## config.mk

```make
export PLATFORM = sky130hd
export DESIGN_NAME = island_sleep_detector_unit
export DESIGN_NICKNAME = d
export VERILOG_FILES = /design/src/rtl/isd_pkg.sv /design/src/rtl/island_sleep_detector_unit.sv /design/src/rtl/isd_mul.sv /design/src/rtl/isd_sqrt.sv
export VERILOG_INCLUDE_DIRS = /design/src /design/src/rtl
export SDC_FILE = /design/constraint.sdc
export NUM_CORES = 2
export LEC_CHECK = 0
export ABC_AREA = 1
export BUFFER_PORTS_ARGS = -buffer_cell sky130_fd_sc_hd__buf_2
export CORE_ASPECT_RATIO = 0.75
export CORE_UTILIZATION = 55
export DETAILED_ROUTE_END_ITERATION = 8
export PLACE_DENSITY = 0.68
export SYNTH_ARGS = -nofsm -noshare
export SYNTH_HDL_FRONTEND = slang
export SYNTH_SLANG_ARGS = --single-unit
```

## constraint.sdc

```tcl
create_clock -name aclk -period 21.7 [get_ports aclk]
set_input_delay 1.085 -clock aclk [delete_from_list [all_inputs] [get_ports aclk]]
set_output_delay 1.085 -clock aclk [all_outputs]
set_load 0.005 [all_outputs]
```

## src/rtl/island_sleep_detector_unit_assert.svh

```systemverilog
// assertion macros for the island sleep detector
`ifndef ISLAND_SLEEP_DETECTOR_UNIT_ASSERT_SVH
`define ISLAND_SLEEP_DETECTOR_UNIT_ASSERT_SVH

// same-cycle implication, checked outside reset
`define ISD_ASSERT_NOW(lbl, ante, cons, msg) \
    lbl: assert property (@(posedge aclk) disable iff (!aresetn) (ante) |-> (cons)) \
        else $error(msg);

// next-cycle implication, checked outside reset
`define ISD_ASSERT_NEXT(lbl, ante, cons, msg) \
    lbl: assert property (@(posedge aclk) disable iff (!aresetn) (ante) |=> (cons)) \
        else $error(msg);

`endif

```

## src/rtl/isd_pkg.sv

```systemverilog
// shared constants and types for the island sleep detector
package isd_pkg;

    localparam int FRAC_BITS_DEFAULT   = 16;
    localparam int VALUE_WIDTH_DEFAULT = 32;

    localparam int STEP_TIME_RESET  = 1092;
    localparam int SLEEP_TIME_RESET = 32768;

    localparam int CFG_INDEX_W = 2;

    localparam logic [CFG_INDEX_W-1:0] REG_STEP_TIME  = CFG_INDEX_W'(0);
    localparam logic [CFG_INDEX_W-1:0] REG_SLEEP_TIME = CFG_INDEX_W'(1);

    typedef enum logic [2:0] {
        ST_IDLE,
        ST_MUL_X,
        ST_MUL_Y,
        ST_MUL_W,
        ST_SQRT,
        ST_UPDATE,
        ST_FINISH
    } state_t;

    typedef enum logic [1:0] {
        MP_IDLE,
        MP_LO,
        MP_HI,
        MP_ACC
    } mul_phase_t;

endpackage

```

## src/rtl/island_sleep_detector_unit.sv

```systemverilog
// top level of the island sleep detector: sequencer, datapath and ports
// an awake live dynamic member runs three products and the root between accept and result;
// any other member goes straight to the update and finish steps
// one item is worked on at a time
// the result sits in an output register, so the next item is taken while it waits
// aresetn is synchronous, active low: config returns to its defaults, island flags clear
`include "island_sleep_detector_unit_assert.svh"

module island_sleep_detector_unit #(
    parameter int FRAC_BITS   = isd_pkg::FRAC_BITS_DEFAULT,
    parameter int VALUE_WIDTH = isd_pkg::VALUE_WIDTH_DEFAULT,
    localparam int S_DATA_W   = ((6 * VALUE_WIDTH + 7) / 8) * 8,
    localparam int M_DATA_W   = ((VALUE_WIDTH + 7) / 8) * 8
) (
    input  logic                            aclk,
    input  logic                            aresetn,

    // member input
    input  logic                            s_tvalid,
    output logic                            s_tready,
    // vel_x, vel_y, spin, extent, speed_limit, timer_in (low bits first)
    input  logic [S_DATA_W-1:0]             s_tdata,
    // live_dynamic, is_awake, has_joint (low bits first)
    input  logic [2:0]                      s_tuser,
    input  logic                            s_tlast,

    // result output
    output logic                            m_tvalid,
    input  logic                            m_tready,
    // timer_out
    output logic [M_DATA_W-1:0]             m_tdata,
    // island_sleeps
    output logic [0:0]                      m_tuser,
    output logic                            m_tlast,

    // configuration writes
    input  logic                            cfg_valid,
    output logic                            cfg_ready,
    input  logic [isd_pkg::CFG_INDEX_W-1:0] cfg_index,
    input  logic [VALUE_WIDTH-1:0]          cfg_data
);

    localparam int W = VALUE_WIDTH;
    localparam logic [W-1:0] VMAX = '1;

    function automatic logic [W-1:0] magnitude(input logic [W-1:0] v);
        logic [W-1:0] r;
        r = v[W-1] ? (~v + W'(1)) : v;
        return r;
    endfunction

    // input fields
    logic [W-1:0] in_vel_x, in_vel_y, in_spin, in_extent, in_limit, in_timer;
    logic         in_live, in_awake, in_joint, in_act;

    assign in_vel_x  = s_tdata[0*W +: W];
    assign in_vel_y  = s_tdata[1*W +: W];
    assign in_spin   = s_tdata[2*W +: W];
    assign in_extent = s_tdata[3*W +: W];
    assign in_limit  = s_tdata[4*W +: W];
    assign in_timer  = s_tdata[5*W +: W];
    assign in_live   = s_tuser[0];
    assign in_awake  = s_tuser[1];
    assign in_joint  = s_tuser[2];
    assign in_act    = in_live & in_awake;

    // control and stored item
    isd_pkg::state_t state_reg, state_next;

    logic [W-1:0]   step_time_reg, sleep_time_reg;
    logic           any_awake_reg, all_idle_reg;
    logic           live_reg, awake_reg, joint_reg, last_reg;
    logic [W-1:0]   my_reg, mw_reg, ext_reg, limit_reg, timer_in_reg;
    logic [2*W-1:0] sq_sum_reg;
    logic [W-1:0]   ang_reg, speed_reg, timer_reg;

    logic           m_valid_reg, out_sleeps_reg, out_last_reg;
    logic [W-1:0]   out_timer_reg;

    // shared units
    logic           mul_start, mul_done;
    logic [W-1:0]   mul_a, mul_b;
    logic [2*W-1:0] mul_product;
    logic           sqrt_start, sqrt_done;
    logic [W-1:0]   sqrt_root;

    isd_mul #(.VALUE_WIDTH(W)) u_mul (
        .aclk    (aclk),
        .aresetn (aresetn),
        .start   (mul_start),
        .a       (mul_a),
        .b       (mul_b),
        .done    (mul_done),
        .product (mul_product)
    );

    isd_sqrt #(.VALUE_WIDTH(W)) u_sqrt (
        .aclk     (aclk),
        .aresetn  (aresetn),
        .start    (sqrt_start),
        .radicand (sq_sum_reg),
        .done     (sqrt_done),
        .root     (sqrt_root)
    );

    // output register is free when empty or being drained this cycle
    logic out_free;
    assign out_free = !m_valid_reg || m_tready;

    // sequencer: vx^2, vy^2, |w|*extent on the multiplier, then the root
    always_comb begin
        state_next = state_reg;
        mul_start  = 1'b0;
        sqrt_start = 1'b0;
        mul_a      = '0;
        mul_b      = '0;
        unique case (state_reg)
            isd_pkg::ST_IDLE: begin
                mul_a = magnitude(in_vel_x);
                mul_b = magnitude(in_vel_x);
                if (s_tvalid) begin
                    mul_start  = in_act;
                    state_next = in_act ? isd_pkg::ST_MUL_X : isd_pkg::ST_UPDATE;
                end
            end
            isd_pkg::ST_MUL_X: begin
                mul_a = my_reg;
                mul_b = my_reg;
                if (mul_done) begin
                    mul_start  = 1'b1;
                    state_next = isd_pkg::ST_MUL_Y;
                end
            end
            isd_pkg::ST_MUL_Y: begin
                mul_a = mw_reg;
                mul_b = ext_reg;
                if (mul_done) begin
                    mul_start  = 1'b1;
                    state_next = isd_pkg::ST_MUL_W;
                end
            end
            isd_pkg::ST_MUL_W: begin
                if (mul_done) begin
                    sqrt_start = 1'b1;
                    state_next = isd_pkg::ST_SQRT;
                end
            end
            isd_pkg::ST_SQRT: begin
                if (sqrt_done) state_next = isd_pkg::ST_UPDATE;
            end
            isd_pkg::ST_UPDATE: begin
                state_next = isd_pkg::ST_FINISH;
            end
            isd_pkg::ST_FINISH: begin
                if (out_free) state_next = isd_pkg::ST_IDLE;
            end
            default: state_next = isd_pkg::ST_IDLE;
        endcase
    end

    always_ff @(posedge aclk) begin
        if (!aresetn) begin
            state_reg <= isd_pkg::ST_IDLE;
        end else begin
            state_reg <= state_next;
        end
    end

    assign s_tready  = (state_reg == isd_pkg::ST_IDLE);
    assign cfg_ready = 1'b1;

    // angular term: truncate by FRAC_BITS, saturate to the value width
    logic [2*W-1:0] ang_shift;
    logic [W-1:0]   ang_sat;
    assign ang_shift = mul_product >> FRAC_BITS;
    assign ang_sat   = (|ang_shift[2*W-1:W]) ? VMAX : ang_shift[W-1:0];

    // speed = root + angular term, saturating
    logic [W:0]   speed_sum;
    logic [W-1:0] speed_sat;
    assign speed_sum = {1'b0, sqrt_root} + {1'b0, ang_reg};
    assign speed_sat = speed_sum[W] ? VMAX : speed_sum[W-1:0];

    // timer update: a jointed live body starts from zero
    logic [W-1:0] timer_base, timer_sat, timer_new;
    logic [W:0]   timer_sum;
    assign timer_base = (live_reg && joint_reg) ? '0 : timer_in_reg;
    assign timer_sum  = {1'b0, timer_base} + {1'b0, step_time_reg};
    assign timer_sat  = timer_sum[W] ? VMAX : timer_sum[W-1:0];
    always_comb begin
        timer_new = timer_base;
        if (live_reg && awake_reg) begin
            timer_new = (speed_reg < limit_reg) ? timer_sat : '0;
        end
    end

    // island flags after this member
    logic member_act, any_next, idle_next;
    assign member_act = live_reg & awake_reg;
    assign any_next   = any_awake_reg | member_act;
    assign idle_next  = all_idle_reg & ~(member_act & (timer_reg <= sleep_time_reg));

    // datapath registers
    always_ff @(posedge aclk) begin
        if (state_reg == isd_pkg::ST_IDLE && s_tvalid) begin
            live_reg     <= in_live;
            awake_reg    <= in_awake;
            joint_reg    <= in_joint;
            last_reg     <= s_tlast;
            my_reg       <= magnitude(in_vel_y);
            mw_reg       <= magnitude(in_spin);
            ext_reg      <= in_extent;
            limit_reg    <= in_limit;
            timer_in_reg <= in_timer;
        end
        if (state_reg == isd_pkg::ST_MUL_X && mul_done) begin
            sq_sum_reg <= mul_product;
        end
        if (state_reg == isd_pkg::ST_MUL_Y && mul_done) begin
            sq_sum_reg <= sq_sum_reg + mul_product;
        end
        if (state_reg == isd_pkg::ST_MUL_W && mul_done) begin
            ang_reg <= ang_sat;
        end
        if (state_reg == isd_pkg::ST_SQRT && sqrt_done) begin
            speed_reg <= speed_sat;
        end
        if (state_reg == isd_pkg::ST_UPDATE) begin
            timer_reg <= timer_new;
        end
        if (state_reg == isd_pkg::ST_FINISH && out_free) begin
            out_timer_reg  <= timer_reg;
            out_sleeps_reg <= last_reg & any_next & idle_next;
            out_last_reg   <= last_reg;
        end
    end

    // config registers, island flags, output valid
    always_ff @(posedge aclk) begin
        if (!aresetn) begin
            step_time_reg  <= W'(isd_pkg::STEP_TIME_RESET);
            sleep_time_reg <= W'(isd_pkg::SLEEP_TIME_RESET);
            any_awake_reg  <= 1'b0;
            all_idle_reg   <= 1'b1;
            m_valid_reg    <= 1'b0;
        end else begin
            if (cfg_valid) begin
                unique case (cfg_index)
                    isd_pkg::REG_STEP_TIME:  step_time_reg  <= cfg_data;
                    isd_pkg::REG_SLEEP_TIME: sleep_time_reg <= cfg_data;
                    default: ;
                endcase
            end
            if (state_reg == isd_pkg::ST_FINISH && out_free) begin
                m_valid_reg <= 1'b1;
                // flags start over after the last member of an island
                any_awake_reg <= last_reg ? 1'b0 : any_next;
                all_idle_reg  <= last_reg ? 1'b1 : idle_next;
            end else if (m_tready) begin
                m_valid_reg <= 1'b0;
            end
        end
    end

    assign m_tvalid   = m_valid_reg;
    assign m_tdata    = M_DATA_W'(out_timer_reg);
    assign m_tuser[0] = out_sleeps_reg;
    assign m_tlast    = out_last_reg;

    // checks
    logic chk_skip, chk_at_update, chk_in_mul, chk_in_sqrt, chk_restart, chk_flags_clear;
    assign chk_skip        = s_tvalid && s_tready && !in_act;
    assign chk_at_update   = (state_reg == isd_pkg::ST_UPDATE);
    assign chk_in_mul      = (state_reg == isd_pkg::ST_MUL_X) || (state_reg == isd_pkg::ST_MUL_Y)
                             || (state_reg == isd_pkg::ST_MUL_W);
    assign chk_in_sqrt     = (state_reg == isd_pkg::ST_SQRT);
    assign chk_restart     = (state_reg == isd_pkg::ST_FINISH) && out_free && last_reg;
    assign chk_flags_clear = !any_awake_reg && all_idle_reg;

    `ISD_ASSERT_NEXT(a_skip_path, chk_skip, chk_at_update, "inactive item did not skip speed")
    `ISD_ASSERT_NOW(a_mul_done_state, mul_done, chk_in_mul, "product done outside multiply")
    `ISD_ASSERT_NOW(a_sqrt_done_state, sqrt_done, chk_in_sqrt, "root done outside root step")
    `ISD_ASSERT_NEXT(a_flags_restart, chk_restart, chk_flags_clear, "island flags not restarted")

endmodule

```

## src/rtl/isd_mul.sv

```systemverilog
// shared multiplier: full product from two half-width partial products
module isd_mul #(
    parameter int VALUE_WIDTH = isd_pkg::VALUE_WIDTH_DEFAULT
) (
    input  logic                       aclk,
    input  logic                       aresetn,
    input  logic                       start,
    input  logic [VALUE_WIDTH-1:0]     a,
    input  logic [VALUE_WIDTH-1:0]     b,
    output logic                       done,
    output logic [2*VALUE_WIDTH-1:0]   product
);

    localparam int H  = (VALUE_WIDTH + 1) / 2;
    localparam int PW = VALUE_WIDTH + H;

    isd_pkg::mul_phase_t phase_reg, phase_next;
    logic                     done_reg;
    logic [VALUE_WIDTH-1:0]   a_reg, b_reg;
    logic [PW-1:0]            pp_reg;
    logic [2*VALUE_WIDTH-1:0] acc_reg;
    logic [H-1:0]             mul_b;

    // low half first, then the high half
    assign mul_b = (phase_reg == isd_pkg::MP_HI) ? H'(b_reg[VALUE_WIDTH-1:H]) : b_reg[H-1:0];

    always_comb begin
        phase_next = phase_reg;
        unique case (phase_reg)
            isd_pkg::MP_IDLE: if (start) phase_next = isd_pkg::MP_LO;
            isd_pkg::MP_LO:   phase_next = isd_pkg::MP_HI;
            isd_pkg::MP_HI:   phase_next = isd_pkg::MP_ACC;
            isd_pkg::MP_ACC:  phase_next = isd_pkg::MP_IDLE;
            default:          phase_next = isd_pkg::MP_IDLE;
        endcase
    end

    always_ff @(posedge aclk) begin
        if (!aresetn) begin
            phase_reg <= isd_pkg::MP_IDLE;
            done_reg  <= 1'b0;
        end else begin
            phase_reg <= phase_next;
            done_reg  <= (phase_reg == isd_pkg::MP_ACC);
        end
    end

    always_ff @(posedge aclk) begin
        if (start && phase_reg == isd_pkg::MP_IDLE) begin
            a_reg <= a;
            b_reg <= b;
        end
        if (phase_reg == isd_pkg::MP_LO || phase_reg == isd_pkg::MP_HI) begin
            pp_reg <= PW'(a_reg) * PW'(mul_b);
        end
        if (phase_reg == isd_pkg::MP_HI) begin
            acc_reg <= (2*VALUE_WIDTH)'(pp_reg);
        end
        if (phase_reg == isd_pkg::MP_ACC) begin
            acc_reg <= acc_reg + ((2*VALUE_WIDTH)'(pp_reg) << H);
        end
    end

    assign done    = done_reg;
    assign product = acc_reg;

endmodule

```

## src/rtl/isd_sqrt.sv

```systemverilog
// bit-serial integer square root, one root bit per cycle
module isd_sqrt #(
    parameter int VALUE_WIDTH = isd_pkg::VALUE_WIDTH_DEFAULT
) (
    input  logic                       aclk,
    input  logic                       aresetn,
    input  logic                       start,
    input  logic [2*VALUE_WIDTH-1:0]   radicand,
    output logic                       done,
    output logic [VALUE_WIDTH-1:0]     root
);

    localparam int CW = $clog2(VALUE_WIDTH + 1);
    localparam int RW = VALUE_WIDTH + 2;

    logic [CW-1:0]            cnt_reg;
    logic                     done_reg;
    logic [2*VALUE_WIDTH-1:0] rad_reg;
    logic [RW-1:0]            rem_reg;
    logic [VALUE_WIDTH-1:0]   root_reg;
    logic [RW-1:0]            rem_sh, trial;
    logic                     fits;

    // bring down the next two radicand bits and try root*4+1
    assign rem_sh = {rem_reg[VALUE_WIDTH-1:0], rad_reg[2*VALUE_WIDTH-1 -: 2]};
    assign trial  = {root_reg, 2'b01};
    assign fits   = (rem_sh >= trial);

    always_ff @(posedge aclk) begin
        if (!aresetn) begin
            cnt_reg  <= '0;
            done_reg <= 1'b0;
        end else begin
            done_reg <= (cnt_reg == CW'(1));
            if (start && cnt_reg == '0) begin
                cnt_reg <= CW'(VALUE_WIDTH);
            end else if (cnt_reg != '0) begin
                cnt_reg <= cnt_reg - CW'(1);
            end
        end
    end

    always_ff @(posedge aclk) begin
        if (start && cnt_reg == '0) begin
            rad_reg  <= radicand;
            rem_reg  <= '0;
            root_reg <= '0;
        end else if (cnt_reg != '0) begin
            rad_reg  <= rad_reg << 2;
            rem_reg  <= fits ? (rem_sh - trial) : rem_sh;
            root_reg <= {root_reg[VALUE_WIDTH-2:0], fits};
        end
    end

    assign done = done_reg;
    assign root = root_reg;

endmodule

```

==> implementation parameters <==
Parameter                              Value

Run status
  Result of the run ... completed

Worst setup path
  Peak fanout along the critical path ... 34
  Critical path's top delay family ... adder cells
  CP max-delay cell ... sky130_fd_sc_hd__ha_2
  Critical Path Max Stage Delay ... approximately 0.8 ns
  Crit path arrival time ... approximately 9 ns
  Critical path class ... flip-flop to flip-flop
  Data required time of the worst path ... roughly 22 ns
  Kind of launch point of the worst setup path ... flip-flop
  Setup crit end kind ... flip-flop
  Worst path buffer plus inverter count ... 7
  Worst path cell trace ... inv_1, ha_2, inv_2, or2_2, o21ai_1, inv_1, nand2_1, fa_1, fa_1, fa_1, inv_1, fa_1, fa_1, inv_1, fa_1, inv_1, ha_1, nand2_1, nor2_1, inv_1, nor4_1, a21oi_1, xnor2_1

Yosys
  Number of distinct library cell variants in the gate-level netlist after synthesis ... 64
  Register area share after synthesis ... 0.331
  Cell taking the most area after synthesis ... sky130_fd_sc_hd__edfxtp_1
  Mean instance size in the synthesized netlist ... 7.98 µm²
  Proportion of register bits with asynchronous set or reset after synthesis ... 0
  Cell types occupying the most area after synthesis ... sky130_fd_sc_hd__edfxtp_1 29%, sky130_fd_sc_hd__fa_1 13%, sky130_fd_sc_hd__nand2_1 12%
  Yosys top cell area share ... 0.285
  Top cells by instance count after synthesis ... 1994 x sky130_fd_sc_hd__nand2_1, 1320 x sky130_fd_sc_hd__inv_1, 908 x sky130_fd_sc_hd__nor2_1, 598 x sky130_fd_sc_hd__edfxtp_1, 422 x sky130_fd_sc_hd__fa_1
  Synth Flop Type ... sky130_fd_sc_hd__edfxtp_1
  Post-synthesis register bit count ... 742
  Most repeated cell in the gate-level netlist after synthesis ... sky130_fd_sc_hd__nand2_1
  Cell Area, Synth ... around 0.063 mm²
  Gate Count Post-Synth ... approximately 8000
  Number of nets in the synthesized netlist ... 8946
  Warnings, synthesis ... 0
  Post-synth EDFFs ... ~600

Clock tree
  Maximum clock path buffer count ... 3
  Clock tree from TritonCTS ... done
  CTS buffer count ... 80
  Clk_lat worst skew ... 0.71 ns
  Sink Count ... between 700 and 800
  Number of hold buffers added after cts ... 0
  Post-cts sizing count ... 0
  Clock input transition at the sequential cells of the worst setup and hold paths ... roughly 0.060 ns
  Clk Tree Root Cell ... sky130_fd_sc_hd__clkbuf_16
  Number of levels the H-tree was split into ... 3
  Post-CTS Setup Inserts ... 0

Die
  Initial standard-cell utilization of the core ... 0.554
  Standard-cell row count ... about 110
  Overall die height ... a little under 300 µm
  Area of the die ... roughly 0.12 mm²
  Core Area ... 0.114 mm²
  Number of placed I/O pins ... between 200 and 300
  Die width ... 393 µm

Timing
  Worst-Margin Slew ... ~1.3 ns
  Final period demand of the worst path ... about 8.8 ns
  Skew final ... 0.0402 ns
  Total Negative Setup Slacks ... 0 ns
  Final slew viol count ... 0
  Number of hold-slack violations in the final timing report ... 0
  Top achievable clock speed ... approximately 110 MHz
  Share of the clock period used by the worst path after layout ... 0.408
  Final setup viols ... 0
  Worst hold slack across all endpoints ... 0.466 ns
  Max-slew headroom ... 0.110
  Setup repair after global routing missed its margin ... no

Cells and area
  Area taken by flip-flops and latches ... 0.0208 mm²
  Fraction of final layout cells with drive strength greater than 1 ... 0.0826
  Area used by multi-input combinational logic ... 0.0362 mm²
  Area growth syn-to-layout ... 8.61%
  Net count, final ... 9151
  Filler Cell Count ... between 10000 and 15000
  Final core utilization ... 0.602

Placed design
  Routability Congestion ... approximately 1.1
  HPWL after detailed placement ... 182 mm
  Port Buf Inserts ... 270

Route
  Via count ... approximately 56000
  DR WL/cell ... 23.1 µm
  Number of iterations in the first detailed-routing pass ... 6
  Iteration-0 DRC count of the detailed router ... approximately 7000
  Drt drc ... 0
  Antenna Nets Post-Route ... 0
  Ratio of routed vias to standard cells ... between 5 and 6
  Detailed Route WL ... approximately 220 mm

Global routing
  Largest net degree at the start of global routing ... 165
  Number of global-route vias before repair ... between 50000 and 60000
  Remaining global-route overflow ... 0
  Antenna violations before repair ... 18
  Global-route usage over all layers ... 0.382
  First-pass GRT wire length ... approximately 330 mm

Worst hold path
  HP Class ... flip-flop to flip-flop

Job
  Number of max-cap violations ... 0
==> through the flow <==
stage          cells  cell area (µm²)  setup slack (ns)
2_1_floorplan   7888            62900              7.68
3_3_place_gp    9537            65600             13.28
3_5_place_dp    9537            65600             13.17
4_1_cts         9684            68300             13.09
5_1_grt         9690            68300             12.52
6_report        9696            68300             12.85
==> kinds of logic (layout without fill, tap and decap cells) <==
family                     count (synthesis)  count (layout)  synth area share
and+or+nand+nor                         3532            3532             0.233
AOI/OAI and AO/OA                       1003            1003            0.0879
adders and majority gates                823             823             0.214
muxes                                     62              62            0.0111
other                                      1              13         0.0000596
xor gates and xnor gates                 200             200            0.0278
DFF                                      742             742             0.331
buffers and inverters                   1525            1795            0.0950
==> layout make-up <==
| type | instances | share of cell area |
|---|---|---|
| Antenna cell | 12 | 0.000439 |
| Tap cell | 1526 | 0.0279 |
| Sequential cell | 742 | 0.305 |
| Timing Repair Buffer | 311 | 0.0245 |
| Clock inverter | 43 | 0.00637 |
| Inverter | 1337 | 0.0735 |
| Multi-Input combinational cell | 5621 | 0.529 |
| Clock buffer | 104 | 0.0329 |
==> placed cells by master (no fill, tap or decap), types with 8 or more instances in the layout <==
cell	count
sky130_fd_sc_hd__clkinv_2	14
sky130_fd_sc_hd__o21ai_0	357
sky130_fd_sc_hd__clkbuf_16	86
sky130_fd_sc_hd__a21oi_1	411
sky130_fd_sc_hd__edfxtp_1	598
sky130_fd_sc_hd__nor4_1	10
sky130_fd_sc_hd__nand3b_1	47
sky130_fd_sc_hd__nand2_2	47
sky130_fd_sc_hd__xor2_1	97
sky130_fd_sc_hd__ha_1	398
sky130_fd_sc_hd__nand3_2	35
sky130_fd_sc_hd__clkinv_1	16
sky130_fd_sc_hd__nor2_2	15
sky130_fd_sc_hd__inv_1	1320
sky130_fd_sc_hd__inv_2	8
sky130_fd_sc_hd__clkbuf_1	15
sky130_fd_sc_hd__o22ai_1	32
sky130_fd_sc_hd__nor2_1	906
sky130_fd_sc_hd__o21bai_1	43
sky130_fd_sc_hd__mux2_2	62
sky130_fd_sc_hd__buf_4	40
sky130_fd_sc_hd__a31oi_1	37
sky130_fd_sc_hd__o21ai_1	17
sky130_fd_sc_hd__nand3_1	317
sky130_fd_sc_hd__fa_1	422
sky130_fd_sc_hd__dfxtp_1	144
sky130_fd_sc_hd__o21ai_2	12
sky130_fd_sc_hd__xnor2_1	103
sky130_fd_sc_hd__buf_2	270
sky130_fd_sc_hd__or2_2	30
sky130_fd_sc_hd__nand2_1	1992
sky130_fd_sc_hd__nor3_1	57
sky130_fd_sc_hd__o211ai_1	20
sky130_fd_sc_hd__a21o_1	24
sky130_fd_sc_hd__nand4_1	40
sky130_fd_sc_hd__nor2_4	9
sky130_fd_sc_hd__o21a_1	19
sky130_fd_sc_hd__diode_2	12
==> worst register-to-register path, stage by stage (launching register included) <==
cell	delay, ns
sky130_fd_sc_hd__dfxtp_1	0.32
sky130_fd_sc_hd__inv_1	0.13
sky130_fd_sc_hd__ha_2	0.80
sky130_fd_sc_hd__inv_2	0.33
sky130_fd_sc_hd__or2_2	0.35
sky130_fd_sc_hd__o21ai_1	0.37
sky130_fd_sc_hd__inv_1	0.70
sky130_fd_sc_hd__nand2_1	0.29
sky130_fd_sc_hd__fa_1	0.47
sky130_fd_sc_hd__fa_1	0.50
sky130_fd_sc_hd__fa_1	0.52
sky130_fd_sc_hd__inv_1	0.05
sky130_fd_sc_hd__fa_1	0.49
sky130_fd_sc_hd__fa_1	0.58
sky130_fd_sc_hd__inv_1	0.06
sky130_fd_sc_hd__fa_1	0.54
sky130_fd_sc_hd__inv_1	0.05
sky130_fd_sc_hd__ha_1	0.40
sky130_fd_sc_hd__nand2_1	0.16
sky130_fd_sc_hd__nor2_1	0.25
sky130_fd_sc_hd__inv_1	0.12
sky130_fd_sc_hd__nor4_1	0.64
sky130_fd_sc_hd__a21oi_1	0.26
sky130_fd_sc_hd__xnor2_1	0.20
==> per-layer routing <==
layer	vias up	part of all wire	track usage
met5	-	0.00028	0
li1	25600	-	-
met1	26600	0.45	0.591
met3	395	0.14	0.129
met2	3202	0.39	0.500
met4	10	0.026	0.0928
==> worst paths after layout <==
| kind | cells past startpoint | startpoint | slack (ns) | to |
|---|---|---|---|---|
| setup / recovery | 23 | u_mul.phase_reg[0] | 12.85 | u_mul.pp_reg[24] |
| hold / removal | 2 | sleep_time_reg[29] | 0.47 | sleep_time_reg[29] |
| setup reg to reg | 23 | u_mul.phase_reg[0] | 12.85 | u_mul.pp_reg[24] |
| hold reg to reg | 2 | sleep_time_reg[29] | 0.47 | sleep_time_reg[29] |
Power is not shown: default switching activity piles up to over one toggle a cycle in this logic, so the estimate is an artifact.
